`src/rtl/core/lsb_stego_stream_decoder_defines.svh`:
```
// Assertion macros used by the decoder's result queue RTL.
`ifndef LSB_STEGO_STREAM_DECODER_DEFINES_SVH
`define LSB_STEGO_STREAM_DECODER_DEFINES_SVH

// Same-cycle implication, sampled on clock, off while reset is high.
`define LSSD_ASSERT_NOW(lbl, ante, cons) \
   lbl: assert property (@(posedge clock) disable iff (reset) (ante) |-> (cons)) \
      else $error("lssd assertion failed");

// Next-cycle implication, sampled on clock, off while reset is high.
`define LSSD_ASSERT_NEXT(lbl, ante, cons) \
   lbl: assert property (@(posedge clock) disable iff (reset) (ante) |=> (cons)) \
      else $error("lssd assertion failed");

`endif

```
`src/rtl/core/lssd_pkg.sv`:
```
// Shared types and constants of the LSB stego stream decoder.
package lssd_pkg;

   localparam int CsrIdxW  = 2;
   localparam int CsrDataW = 16;

   localparam logic [CsrIdxW-1:0] CsrHeaderBytes   = 2'd0;
   localparam logic [CsrIdxW-1:0] CsrExpectedMagic = 2'd1;
   localparam logic [CsrIdxW-1:0] CsrMagicCheckOn  = 2'd2;

   localparam logic [15:0] HeaderBytesReset = 16'd54;

   localparam logic [1:0] KindExt      = 2'd0;
   localparam logic [1:0] KindPay      = 2'd1;
   localparam logic [1:0] KindMismatch = 2'd2;
   localparam logic [1:0] KindEmpty    = 2'd3;

   localparam int FifoDepth = 4;
   localparam int FifoPtrW  = $clog2(FifoDepth);
   localparam int FifoCntW  = $clog2(FifoDepth + 1);

   typedef struct packed {
      logic [7:0] data_byte;
      logic [1:0] kind;
      logic       last;
   } entry_type;

endpackage

```
`src/rtl/core/lsb_stego_stream_decoder.sv`:
```
// An item's result is written to the result queue on its transfer, then offered on rsp_.
// Throughput: one carrier byte per cycle while the result queue is not full.
// req_ready drops only while the four-entry result queue is full.
// Reset is synchronous, active high: parse restarts in header skip with no bytes to skip,
// queue empties, registers return to header_bytes 54, expected_magic 0, magic_check_on 1.
module lsb_stego_stream_decoder (
   input  logic                           clock,
   input  logic                           reset,
   input  logic                           csr_write_enable,
   input  logic [lssd_pkg::CsrIdxW-1:0]   csr_index,
   input  logic [lssd_pkg::CsrDataW-1:0]  csr_write_data,
   input  logic                           req_valid,
   output logic                           req_ready,
   input  logic [7:0]                     req_carrier_byte,
   input  logic                           req_start_of_image,
   output logic                           rsp_valid,
   input  logic                           rsp_ready,
   output logic [7:0]                     rsp_data_byte,
   output logic [1:0]                     rsp_kind,
   output logic                           rsp_last
);
   import lssd_pkg::*;

   logic      accept;
   logic      push;
   logic      full;
   entry_type push_entry;
   entry_type rsp_entry;

   assign req_ready = !full;
   assign accept    = req_valid && req_ready;

   lssd_front u_front (
      .clock            (clock),
      .reset            (reset),
      .csr_write_enable (csr_write_enable),
      .csr_index        (csr_index),
      .csr_write_data   (csr_write_data),
      .accept           (accept),
      .carrier_byte     (req_carrier_byte),
      .start_of_image   (req_start_of_image),
      .push             (push),
      .push_entry       (push_entry)
   );

   lssd_fifo u_fifo (
      .clock      (clock),
      .reset      (reset),
      .push       (push),
      .push_entry (push_entry),
      .full       (full),
      .rsp_valid  (rsp_valid),
      .rsp_ready  (rsp_ready),
      .rsp_entry  (rsp_entry)
   );

   assign rsp_data_byte = rsp_entry.data_byte;
   assign rsp_kind      = rsp_entry.kind;
   assign rsp_last      = rsp_entry.last;

endmodule

```
`src/rtl/core/lssd_front.sv`:
```
// Front end: config registers, bit gatherer and stream parser.
module lssd_front (
   input  logic                           clock,
   input  logic                           reset,
   input  logic                           csr_write_enable,
   input  logic [lssd_pkg::CsrIdxW-1:0]   csr_index,
   input  logic [lssd_pkg::CsrDataW-1:0]  csr_write_data,
   input  logic                           accept,
   input  logic [7:0]                     carrier_byte,
   input  logic                           start_of_image,
   output logic                           push,
   output lssd_pkg::entry_type            push_entry
);
   import lssd_pkg::*;

   localparam logic [2:0] PhHeader  = 3'd0;
   localparam logic [2:0] PhMagic   = 3'd1;
   localparam logic [2:0] PhExtLen  = 3'd2;
   localparam logic [2:0] PhExtData = 3'd3;
   localparam logic [2:0] PhPayLen  = 3'd4;
   localparam logic [2:0] PhPayData = 3'd5;
   localparam logic [2:0] PhIdle    = 3'd6;

   logic [15:0] header_bytes_ff;
   logic [15:0] expected_magic_ff;
   logic        magic_check_on_ff;

   logic [2:0]  phase_ff, phase_in;
   logic [15:0] header_left_ff, header_left_in;
   logic [4:0]  bit_count_ff, bit_count_in;
   logic [31:0] gather_ff, gather_in;
   logic [31:0] bytes_left_ff, bytes_left_in;

   always_ff @(posedge clock) begin
      if (reset) begin
         header_bytes_ff   <= HeaderBytesReset;
         expected_magic_ff <= '0;
         magic_check_on_ff <= 1'b1;
      end else if (csr_write_enable) begin
         case (csr_index)
            CsrHeaderBytes:   header_bytes_ff   <= csr_write_data;
            CsrExpectedMagic: expected_magic_ff <= csr_write_data;
            CsrMagicCheckOn:  magic_check_on_ff <= csr_write_data[0];
            default: ;
         endcase
      end
   end

   always_comb begin
      logic [2:0]  ph;
      logic [15:0] hl;
      logic [4:0]  bc;
      logic [31:0] gs;
      logic [31:0] bl;
      logic [31:0] gs_new;
      logic [5:0]  bc_inc;
      logic [5:0]  need;
      phase_in       = phase_ff;
      header_left_in = header_left_ff;
      bit_count_in   = bit_count_ff;
      gather_in      = gather_ff;
      bytes_left_in  = bytes_left_ff;
      push           = 1'b0;
      push_entry     = '{data_byte: 8'd0, kind: KindExt, last: 1'b0};
      gs_new         = '0;
      bc_inc         = '0;
      need           = '0;

      // restart the parse on start of image
      ph = start_of_image ? PhHeader        : phase_ff;
      hl = start_of_image ? header_bytes_ff : header_left_ff;
      bc = start_of_image ? 5'd0            : bit_count_ff;
      gs = start_of_image ? 32'd0           : gather_ff;
      bl = start_of_image ? 32'd0           : bytes_left_ff;

      if (ph < PhIdle) begin
         if (ph == PhHeader && hl != 16'd0) begin
            hl = hl - 16'd1;
         end else begin
            if (ph == PhHeader) begin
               ph = PhMagic;
               bc = 5'd0;
               gs = 32'd0;
            end
            gs_new = {gs[30:0], carrier_byte[0]};
            bc_inc = {1'b0, bc} + 6'd1;
            unique case (ph)
               PhMagic:            need = 6'd16;
               PhExtLen, PhPayLen: need = 6'd32;
               default:            need = 6'd8;
            endcase
            if (bc_inc < need) begin
               bc = bc_inc[4:0];
               gs = gs_new;
            end else begin
               bc = 5'd0;
               gs = 32'd0;
               unique case (ph)
                  PhMagic: begin
                     if (magic_check_on_ff && gs_new[15:0] != expected_magic_ff) begin
                        ph   = PhIdle;
                        push = 1'b1;
                        push_entry = '{data_byte: 8'd0, kind: KindMismatch, last: 1'b1};
                     end else begin
                        ph = PhExtLen;
                     end
                  end
                  PhExtLen: begin
                     bl = gs_new;
                     ph = (gs_new == 32'd0) ? PhPayLen : PhExtData;
                  end
                  PhExtData: begin
                     bl = bl - 32'd1;
                     if (bl == 32'd0) ph = PhPayLen;
                     push = 1'b1;
                     push_entry = '{data_byte: gs_new[7:0], kind: KindExt, last: 1'b0};
                  end
                  PhPayLen: begin
                     bl = gs_new;
                     if (gs_new == 32'd0) begin
                        ph   = PhIdle;
                        push = 1'b1;
                        push_entry = '{data_byte: 8'd0, kind: KindEmpty, last: 1'b1};
                     end else begin
                        ph = PhPayData;
                     end
                  end
                  default: begin
                     bl = bl - 32'd1;
                     push = 1'b1;
                     push_entry = '{data_byte: gs_new[7:0], kind: KindPay, last: 1'b0};
                     if (bl == 32'd0) begin
                        ph = PhIdle;
                        push_entry.last = 1'b1;
                     end
                  end
               endcase
            end
         end
      end

      if (accept) begin
         phase_in       = ph;
         header_left_in = hl;
         bit_count_in   = bc;
         gather_in      = gs;
         bytes_left_in  = bl;
      end else begin
         push = 1'b0;
      end
   end

   always_ff @(posedge clock) begin
      if (reset) begin
         phase_ff       <= PhHeader;
         header_left_ff <= '0;
         bit_count_ff   <= '0;
         gather_ff      <= '0;
         bytes_left_ff  <= '0;
      end else begin
         phase_ff       <= phase_in;
         header_left_ff <= header_left_in;
         bit_count_ff   <= bit_count_in;
         gather_ff      <= gather_in;
         bytes_left_ff  <= bytes_left_in;
      end
   end

endmodule

```
`src/rtl/core/lssd_fifo.sv`:
```
// Back end: result queue that parts the parser from the response channel.
`include "lsb_stego_stream_decoder_defines.svh"

module lssd_fifo (
   input  logic                 clock,
   input  logic                 reset,
   input  logic                 push,
   input  lssd_pkg::entry_type  push_entry,
   output logic                 full,
   output logic                 rsp_valid,
   input  logic                 rsp_ready,
   output lssd_pkg::entry_type  rsp_entry
);
   import lssd_pkg::*;

   entry_type            mem [FifoDepth];
   logic [FifoPtrW-1:0]  wr_ptr_ff, wr_ptr_in;
   logic [FifoPtrW-1:0]  rd_ptr_ff, rd_ptr_in;
   logic [FifoCntW-1:0]  count_ff, count_in;
   logic                 pop;

   assign full      = (count_ff == FifoCntW'(FifoDepth));
   assign rsp_valid = (count_ff != '0);
   assign rsp_entry = mem[rd_ptr_ff];
   assign pop       = rsp_valid && rsp_ready;

   always_comb begin
      wr_ptr_in = push ? wr_ptr_ff + FifoPtrW'(1) : wr_ptr_ff;
      rd_ptr_in = pop  ? rd_ptr_ff + FifoPtrW'(1) : rd_ptr_ff;
      count_in  = count_ff;
      if (push && !pop) count_in = count_ff + FifoCntW'(1);
      if (pop && !push) count_in = count_ff - FifoCntW'(1);
   end

   always_ff @(posedge clock) begin
      if (push) mem[wr_ptr_ff] <= push_entry;
   end

   always_ff @(posedge clock) begin
      if (reset) begin
         wr_ptr_ff <= '0;
         rd_ptr_ff <= '0;
         count_ff  <= '0;
      end else begin
         wr_ptr_ff <= wr_ptr_in;
         rd_ptr_ff <= rd_ptr_in;
         count_ff  <= count_in;
      end
   end

   `LSSD_ASSERT_NOW(a_no_push_when_full, !reset && push, !full)
   `LSSD_ASSERT_NEXT(a_pop_drains, !reset && pop && !push, count_ff == $past(count_ff) - FifoCntW'(1))
   `LSSD_ASSERT_NEXT(a_push_fills, !reset && push && !pop, count_ff == $past(count_ff) + FifoCntW'(1))

endmodule

```
`config.mk`:
```
export PLATFORM = sky130hd
export DESIGN_NAME = lsb_stego_stream_decoder
export DESIGN_NICKNAME = d
export VERILOG_FILES = /design/src/rtl/core/lssd_pkg.sv /design/src/rtl/core/lsb_stego_stream_decoder.sv /design/src/rtl/core/lssd_front.sv /design/src/rtl/core/lssd_fifo.sv
export VERILOG_INCLUDE_DIRS = /design/src /design/src/rtl/core
export SDC_FILE = /design/constraint.sdc
export NUM_CORES = 1
export LEC_CHECK = 0
export BUFFER_PORTS_ARGS = -buffer_cell sky130_fd_sc_hd__buf_2
export CORE_MARGIN = 5
export CORE_UTILIZATION = 35
export CTS_CLUSTER_SIZE = 14
export DETAILED_ROUTE_END_ITERATION = 7
export SETUP_SLACK_MARGIN = 0.05
export SYNTH_ARGS = -nofsm -noshare
export SYNTH_HDL_FRONTEND = slang
export SYNTH_SLANG_ARGS = --single-unit
```
`constraint.sdc`:
```
create_clock -name clock -period 4.1 [get_ports clock]
set_input_delay 0 -clock clock [delete_from_list [all_inputs] [get_ports clock]]
set_output_delay 0 -clock clock [all_outputs]
set_load 0.03 [all_outputs]
```
==> flow_summary.yaml, run 1 <==
status:
  run_status: "completed"
clock_network:
  path_clk_slew_ps: 70
  numCtsBuffers: 17
  insertion_delay_ps: 440
  htreeDepth: 4
  cts_tree: "built"
  cts.sinks: 173
  cts_setup_buffers: 0
  root_buffer: "clkbuf_16"
  clockBufferDepth: 2
layout:
  diodes: 0
  layout-drive-gt1-share_pct: 13.3
  fillCellCount: 2533
  nets: 1095
  multi_input_area_sq_um: 4800
  utilization_pct: 40.3
  seq_area_sq_um: 3900
  areaGrowthSynthToFinish_pct: 14.7
  instances_no_fill: 1401
synthesis:
  syn_area_per_cell_sq_um: 8.89
  synth-edff-count: 44
  synth_top_family_by_area: "simple AND/OR/NAND/NOR gates"
  synthMuxAreaShare_pct: 5.36
  ys_seq_area_share_pct: 43.1
  synth_area_leaders: "dfxtp_1 28%, edfxtp_1 15%, nand2_1 5.2%, nor2_1 4.8%, a21oi_1 4.5%"
  yosysTopAreaCellShare_pct: 28.5
  yosys_warnings: 0
  synth-async-reset-ratio_pct: 0
  yosys.area_share.adder_pct: 1.57
  synthSimpleGateAreaFrac_pct: 21.9
  synth_nets: 1062
  syn_inst: 1020
  netlist_top_cells_count: "129 x dfxtp_1, 126 x nand2_1, 115 x nor2_1, 81 x a21oi_1, 48 x o21ai_0"
  syn_area_sq_um: 9060
  synth-seq-cells: 173
  synth_xor_area_share_pct: 2.32
  synth_most_common_cell: "dfxtp_1"
  synth_compound_area_share_pct: 21.3
  synth.distinct_cells: 89
  synth_top_cell_by_area: "dfxtp_1"
  synthFlopType: "dfxtp_1"
timing:
  tns_ps: 0
  setup_violations: 0
  slew_headroom_pct: 23.9
  timing.final.ws_setup_ps: 288
  rsz0062_at_grt: "no"
  period_needed_ps: 3810
  max_freq_mhz: 262
  fin_skew_ps: 13.0
  hold_viol: 0
  slew_viol_final: 0
  timing.final.crit_share_pct: 93.0
  hold_ws_ps: 27.0
  worst_pin_slew_ps: 1140
job:
  maxCapViolCount: 0
route:
  ant_nets: 0
  drt_wl_total_microns: 25600
  vias_per_cell: 5.75
  route.detailed.drc: 0
  drt-initial-drc-count: 853
  firstDrtPassIters: 6
  via_count: 8061
  avgRoutedWirePerCell_microns: 18.3
critical_path:
  reg2reg_from: "u_front.phase_ff[2]"
  r2r_end: "u_fifo.count_ff[2]"
  critPathMaxStageDelay_ps: 380
  worstPathRequired_ps: 4470
  critPathArrivalTime_ps: 4180
  rr_worst_depth: 21
  crit_type: "register to register"
  cp_max_fo: 7
  reg2reg_setup_slack_ps: 290
  critPathLaunchType: "register"
  crit_chain: "nor3_4 > nor2_4 > and2_1 > ha_2 > nand3_2 > xor2_1 > nor2_1 > ha_1 > o21ai_2 > a211oi_2 > a21o_1 > nand2_4 > nor2_2 > o31a_4 > inv_1 > ha_1 > inv_1 > fa_1 > xor2_1 > or3_1 > a21oi_1"
  critPathCaptureType: "register"
  crit_slowest_cell: "fa_1"
min_path:
  whs_endpoint: "u_front.header_bytes_ff[6]"
  min_path_type: "input pin to register"
  whs_path_depth: 4
  hold_start: "csr_index[1]"
pwr:
  p_leak_nw: 3.51
  powerDensity_nw_per_um2: 363
  ir_drop_mv: 0.265
place:
  numPortBuffers: 37
  dp.cells: 1349
  dp_hpwl_microns: 17000
  place_ws_ps: 208
  gp_congestion: 0.862
die:
  die_width_microns: 171
  start_util_pct: 35.2
  die_y_microns: 171
  die-area_sq_um: 29200
  rows: 59
  pin_count: 45
  coreArea_sq_um: 25800
global_routing:
  grt_pass1_wl_microns: 41400
  overflow: 0
  antenna_found_initial: 0
  grt_util_all_layers_pct: 17.7
  grt_pass1_vias: 7530
  grt_max_degree: 61
[cell usage in the layout, fill, tap and decap left out, drive strengths merged, types with 10 or more instances in the layout]
cell type / synthesis / layout
nor4: 14 / 14
nand3: 25 / 25
inv: 25 / 31
dlygate4sd3: 0 / 20
a31oi: 22 / 22
clkbuf: 40 / 18
nand4: 14 / 14
a21oi: 81 / 81
mux4: 11 / 11
xnor2: 16 / 16
nor3b: 11 / 11
a32oi: 10 / 10
dfxtp: 129 / 129
and2: 15 / 15
edfxtp: 44 / 44
nor2: 117 / 117
o21ai: 55 / 55
nor3: 35 / 35
a22oi: 44 / 44
buf: 25 / 59
nand2: 127 / 127
mux2i: 20 / 20
[layout make-up]
class	count	share of cell area (%)
clock inverter	14	1.72
tap	335	4.03
inverter	25	0.903
sequential	173	37.6
clock buffer	18	4.13
multi-input combinational	757	46.2
timing repair buffer	79	5.44
[timing repair]
item,4_1_cts,5_1_grt
endpoints found under the hold margin,34,0
gates resized for setup,0,5
setup endpoints to repair,0,2
hold buffers,20,0
[worst max-delay path: cells and delay by family (launching register included)]
| kind | cells | cell delay, ps |
|---|---|---|
| xor gates and xnor gates | 2 | 310 |
| AOI/OAI and AO/OA | 5 | 800 |
| DFF | 1 | 340 |
| buffers and inverters | 2 | 130 |
| adders and majority gates | 4 | 1060 |
| and+or+nand+nor | 8 | 1110 |
[power breakdown]
part	switching [mW]	leakage, nW	internal (mW)	total [mW]
Sequential	0.0236	1.44	1.76	1.78
Clock	0.737	0.290	0.971	1.71
Combinational	0.180	1.78	0.101	0.282
Total	0.941	3.51	2.83	3.77
[registers in the layout, summed over array words and instances (netlist names), named ones only]
signal / cells
u_front.gather_ff: 31
u_front.magic_check_on_ff: 1
u_front.bytes_left_ff: 32
u_front.expected_magic_ff: 16
u_front.header_left_ff: 16
u_fifo.count_ff: 3
u_front.header_bytes_ff: 16
u_front.phase_ff: 3
u_fifo.mem: 44
u_fifo.wr_ptr_ff: 2
u_front.bit_count_ff: 5
u_fifo.rd_ptr_ff: 2
[worst max path at each step]
stage,startpoint,end,slack (ps),cells past startpoint
5_1_grt,u_front.phase_ff[2],u_fifo.count_ff[2],100,21
3_5_place_dp,u_front.phase_ff[0],u_fifo.count_ff[2],210,21
6_report,u_front.phase_ff[2],u_fifo.count_ff[2],290,21
2_1_floorplan,u_front.phase_ff[1],u_fifo.count_ff[2],100,24
4_1_cts,u_front.phase_ff[0],u_fifo.count_ff[2],190,21
3_3_place_gp,u_front.phase_ff[0],u_fifo.count_ff[2],310,21
[routing by layer]
| metal | GRT usage, % | share of wire, % | up-vias |
|---|---|---|---|
| li1 | - | - | 3843 |
| met1 | 24.7 | 46 | 3890 |
| met2 | 27.5 | 46 | 276 |
| met4 | 5.75 | 2.3 | 0 |
| met3 | 3.54 | 6.0 | 52 |
| met5 | 0 | 0 | - |
[cell families after synthesis]
| group | Yosys count |
|---|---|
| compound gates | 286 |
| xor+xnor | 24 |
| fa+ha+maj | 11 |
| buf+inv | 90 |
| flops | 173 |
| mux | 34 |
| simple gates | 402 |
[stage by stage]
step           power (mW)  cell area, sq um
6_report             3.77             10400
5_1_grt              3.91             10400
3_3_place_gp         2.08              9570
3_5_place_dp         2.09              9570
4_1_cts              3.80             10400
2_1_floorplan        2.01              9070
Note: power is estimated with default switching activity, not from simulation.
==> run 2: changes to the inputs <==
==> constraint.sdc (replaced) <==
create_clock -name clock -period 3.3 [get_ports clock]
set_input_delay 0 -clock clock [delete_from_list [all_inputs] [get_ports clock]]
set_output_delay 0 -clock clock [all_outputs]
set_load 0.03 [all_outputs]
==> run 2 against run 1 <==
Against the previous run:
- the run now ends with hold timing, setup timing left
- routed wire length grew 4.2%
- combinational power is 34% higher
- setup slack got worse by 430 ps
- critical path depth is the same
- largest power group unchanged
- sequential share of layout area down 1.7 points
- cell area increased by 4.6%
- critical endpoint unchanged
- fmax rose by 11%
- global-route usage rose by 0.64 points
==> flow_summary.yaml, run 2 (synthesis gave the netlist of run 1 again) <==
die:
  pin_count: 45
  coreArea_sq_um: 25800
  die-area_sq_um: 29200
  die_width_microns: 171
  start_util_pct: 35.2
  rows: 59
  die_y_microns: 171
status:
  run_status: "finished, violations left"
  violations: "hold timing, setup timing"
timing:
  timing.final.crit_share_pct: 104
  rsz0062_at_grt: "yes"
  tns_ps: -443
  period_needed_ps: 3440
  fin_skew_ps: 21.6
  slew_headroom_pct: 24.7
  timing.final.ws_setup_ps: -142
  worst_pin_slew_ps: 1130
  slew_viol_final: 0
  hold_ws_ps: -90.2
  setup_violations: 21
  hold_viol: 13
  max_freq_mhz: 291
place:
  numPortBuffers: 37
  dp_hpwl_microns: 17900
  dp.cells: 1380
  place_area_sq_um: 9860
  gp_congestion: 0.958
  place_ws_ps: -156
clock_network:
  path_clk_slew_ps: 80
  htreeDepth: 4
  postCtsHoldBufs: 30
  clockBufferDepth: 2
  cts_tree: "built"
  insertion_delay_ps: 450
  numCtsBuffers: 17
  cts.sinks: 173
  root_buffer: "clkbuf_16"
layout:
  utilization_pct: 42.2
  instances_no_fill: 1450
  top_regs: "u_fifo.mem: 44 flops, u_front.bytes_left_ff: 32 flops, u_front.gather_ff: 31 flops"
  largest_reg_flops: 44
  diodes: 0
  areaGrowthSynthToFinish_pct: 20.0
  layout-drive-gt1-share_pct: 17.5
  final_cell_mix: "128 x dfxtp_1, 126 x nand2_1, 114 x nor2_1"
  final_cell_area_sq_um: 10900
  top_register: "u_fifo.mem"
  nets: 1144
  final_common_cell: "dfxtp_1"
global_routing:
  grt_pass1_vias: 7841
  grt_max_degree: 47
  antenna_found_initial: 0
  overflow: 0
  grt_pass1_wl_microns: 42700
  grt_util_all_layers_pct: 18.3
job:
  maxCapViolCount: 0
critical_path:
  crit_type: "register to register"
  critPathCaptureType: "register"
  critPathLaunchType: "register"
  critPathArrivalTime_ps: 3830
  worstPathRequired_ps: 3690
  cp_max_fo: 3
route:
  drt_wl_total_microns: 26700
  firstDrtPassIters: 6
  via_count: 8222
  route.detailed.drc: 0
  vias_per_cell: 5.67
  ant_nets: 0
  drt-initial-drc-count: 895
  avgRoutedWirePerCell_microns: 18.4
pwr:
  powerDensity_nw_per_um2: 433
  ir_drop_mv: 0.313
  p_leak_nw: 3.86
  p_total_mw: 4.71
min_path:
  min_path_type: "input pin to register"
[run 2: changes by cell type in the layout (fill, tap and decap cells not counted), sizes merged]
cell	previous run	this run
bufinv	3	1
clkinvlp	3	0
and2	15	19
clkinv	2	4
clkbuf	18	20
dlygate4sd3	20	30
buf	59	94
inv	31	32
[run 2: final timing paths]
check	startpoint	end	slack (ps)	cells past startpoint
max	u_front.phase_ff[0]	u_fifo.count_ff[2]	-140	21
min	reset	u_front.bit_count_ff[3]	-90	2
max reg2reg	u_front.phase_ff[0]	u_fifo.count_ff[2]	-140	21
min reg2reg	u_front.bytes_left_ff[30]	u_front.bytes_left_ff[30]	470	1
[run 2: repair_timing]
action                                  in CTS  in global routing
buffers inserted                             3                  2
resized for setup                            3                 10
endpoints found under the hold margin       52                 13
cloned                                       0                  4
pin swaps                                    1                 11
endpoints found under the setup margin      28                141
[run 2: critical path: stages, from the launching register on]
cell and delay [ps]:
dfxtp_2 340, nor3_4 230, nor2_4 70, and2_4 170
ha_4 160, nand3_4 70, xor2_1 150, nor2_1 70
ha_1 280, o21ai_2 170, a32oi_2 90, a21o_1 200
nand2_2 100, nor2_4 40, o31a_4 120, inv_2 60
ha_4 120, inv_2 30, fa_2 320, xor2_1 150
or3_1 320, a21oi_2 110
[run 2: report_power, final]
group | internal (mW) | switching [mW] | leakage, nW | total (mW)
Clock | 1.16 | 0.956 | 0.307 | 2.12
Combinational | 0.146 | 0.231 | 2.06 | 0.377
Sequential | 2.19 | 0.0287 | 1.48 | 2.22
[run 2: final cells by class]
| type | count | area [sq um] |
|---|---|---|
| Tap cell | 335 | 419 |
| Multi-Input combinational cell | 761 | 4900 |
| Sequential cell | 173 | 3910 |
| Inverter | 25 | 93.8 |
| Fill cell | 2498 | 14900 |
| Clock buffer | 20 | 478 |
| Clock inverter | 12 | 144 |
| Timing Repair Buffer | 124 | 941 |
[run 2: layer usage]
| metal | vias to the layer above | global-route usage (%) | wire, microns |
|---|---|---|---|
| met4 | 0 | 6.51 | 632 |
| li1 | 3964 | - | - |
| met1 | 3914 | 24.6 | 11800 |
| met5 | - | 0 | 0 |
| met3 | 47 | 3.14 | 1760 |
| met2 | 297 | 29.8 | 12500 |
==> run 3: changes to the inputs <==
--- a/config.mk
+++ b/config.mk
@@ -11,6 +11,7 @@
 export CORE_UTILIZATION = 35
 export CTS_CLUSTER_SIZE = 14
 export DETAILED_ROUTE_END_ITERATION = 7
+export GPL_TIMING_DRIVEN = 0
 export SETUP_SLACK_MARGIN = 0.05
 export SYNTH_ARGS = -nofsm -noshare
 export SYNTH_HDL_FRONTEND = slang
==> run 3 against run 2 <==
Against the previous run:
- the flow finishes with violations (setup timing)
- largest power group unchanged
- sequential cell count is the same
- clock skew shrank 1.1 ps
- critical path type unchanged
- sequential share of layout area shrank 1.5 points
- critical endpoint unchanged
- die area is the same
- first-iteration DRC count grew 4.8%
- setup slack lost 360 ps
- hold slack gained 130 ps
- routed wire length grew 14%
==> flow_summary.yaml, run 3 (synthesis gave the netlist of run 1 again) <==
status:
  run_status: "finished, violations left"
  violations: "setup timing"
clock_network:
  clockBufferDepth: 2
  cts_tree: "built"
  htreeDepth: 4
  path_clk_slew_ps: 70
  cts.sinks: 173
  root_buffer: "clkbuf_16"
  insertion_delay_ps: 440
  numCtsBuffers: 17
layout:
  nets: 1183
  multi_input_area_sq_um: 5160
  fillCellCount: 2444
  top_register: "u_fifo.mem"
  seq_area_sq_um: 3910
  top_regs: "u_fifo.mem: 44 flops, u_front.bytes_left_ff: 32 flops, u_front.gather_ff: 31 flops"
  final_common_cell: "dfxtp_1"
  areaGrowthSynthToFinish_pct: 25.3
  layout-drive-gt1-share_pct: 20.5
  largest_reg_flops: 44
  instances_no_fill: 1489
  diodes: 0
  final_cell_mix: "126 x dfxtp_1, 123 x nand2_1, 109 x nor2_1"
global_routing:
  grt_pass1_vias: 8092
  antenna_found_initial: 0
  grt_pass1_wl_microns: 45700
  grt_util_all_layers_pct: 20.2
  grt_max_degree: 17
  overflow: 0
route:
  firstDrtPassIters: 5
  drt_wl_total_microns: 30500
  ant_nets: 0
  drt-initial-drc-count: 938
  via_count: 8689
  vias_per_cell: 5.84
  route.detailed.drc: 0
  avgRoutedWirePerCell_microns: 20.5
timing:
  hold_viol: 0
  worst_pin_slew_ps: 1020
  rsz0062_at_grt: "yes"
  max_freq_mhz: 263
  period_needed_ps: 3800
  fin_skew_ps: 20.5
  timing.final.ws_setup_ps: -502
  slew_headroom_pct: 31.9
  setup_violations: 137
  timing.final.crit_share_pct: 115
  slew_viol_final: 0
critical_path:
  critPathLaunchType: "register"
  critPathArrivalTime_ps: 4150
  cp_max_fo: 4
  crit_type: "register to register"
  worstPathRequired_ps: 3650
  critPathCaptureType: "register"
place:
  dp.cells: 1390
  numPortBuffers: 35
  place_ws_ps: -1090
  dp_hpwl_microns: 20900
  gp_congestion: 0.968
pwr:
  p_leak_nw: 3.94
  powerDensity_nw_per_um2: 399
  ir_drop_mv: 0.352
die:
  start_util_pct: 35.2
  die_y_microns: 171
  rows: 59
  die-area_sq_um: 29200
  die_width_microns: 171
  coreArea_sq_um: 25800
  pin_count: 45
job:
  maxCapViolCount: 0
min_path:
  min_path_type: "input pin to register"
-- run 3: cell count changes in the layout (fill, tap and decap cells not counted), sizes merged --
cell,before,now
clkbuf,20,59
clkinvlp,0,1
inv,32,33
buf,94,100
bufinv,1,0
dlygate4sd3,30,23
-- run 3: worst paths after layout --
path	cells past startpoint	start	slack, ps	endpoint
max	23	u_front.phase_ff[0]	-500	u_fifo.count_ff[2]
min	5	csr_write_enable	40	u_front.expected_magic_ff[0]
max reg2reg	23	u_front.phase_ff[0]	-500	u_fifo.count_ff[2]
min reg2reg	2	u_front.header_left_ff[1]	460	u_front.header_left_ff[1]
-- run 3: power by group --
| part | switching, mW | internal (mW) |
|---|---|---|
| clock network | 0.906 | 1.00 |
| logic | 0.256 | 0.147 |
| registers | 0.0324 | 2.19 |
-- run 3: cell type report --
cell class,count,share of cell area (%)
clock inverter,13,0.915
sequential,173,34.4
clock buffer,19,3.90
inverter,25,0.826
timing repair buffer,99,7.47
tap,335,3.69
multi-input combinational,761,45.4
buffer,64,3.34
-- run 3: worst max-delay path: stages, from the launching register on --
cell and delay [ps]:
dfxtp_4 360, nor3_4 230, buf_6 140, nor2_4 40, buf_8 130, and2_4 150, ha_4 170, nand3_4 80
xor2_2 150, nor2_1 60, ha_1 280, o21ai_2 160, a32oi_2 90, a21o_2 260, nand2_4 90, nor2_4 50
o31a_4 130, inv_2 70, ha_4 120, inv_2 30, fa_2 320, xor2_1 150, or3_1 310, a21oi_1 120
-- run 3: repair_timing --
item / 4_1_cts / 5_1_grt
setup buffers: 13 / 24
hold endpoints to repair: 34 / 0
endpoints found under the setup margin: 159 / 163
hold buffers: 23 / 0
gates cloned: 4 / 5
gates resized for setup: 23 / 104
pin swaps: 14 / 33
-- run 3: per-stage QoR --
stage | total power, mW | utilization [%] | cell area, sq um | hold WS [ps] | TNS (ps)
final | 4.53 | 44.1 | 11400 | 39.3 | -21440
after detailed placement | 2.61 | 37.8 | 9740 | 237 | -87910
after floorplan | 2.49 | - | 9150 | 124 | -697
after CTS | 4.51 | 41.5 | 10700 | 31.6 | -31320
after global placement | 2.61 | 37.8 | 9740 | 232 | -86110
after global routing | 4.68 | 44.1 | 11400 | 66.2 | -41750
-- run 3: per-layer routing --
layer | vias up | track usage (%) | part of all wire (%)
li1 | 4026 | - | -
met1 | 4210 | 27.4 | 43
met2 | 377 | 32.3 | 45
met3 | 76 | 3.21 | 8.0
met4 | 0 | 8.30 | 3.3
met5 | - | 0 | 0
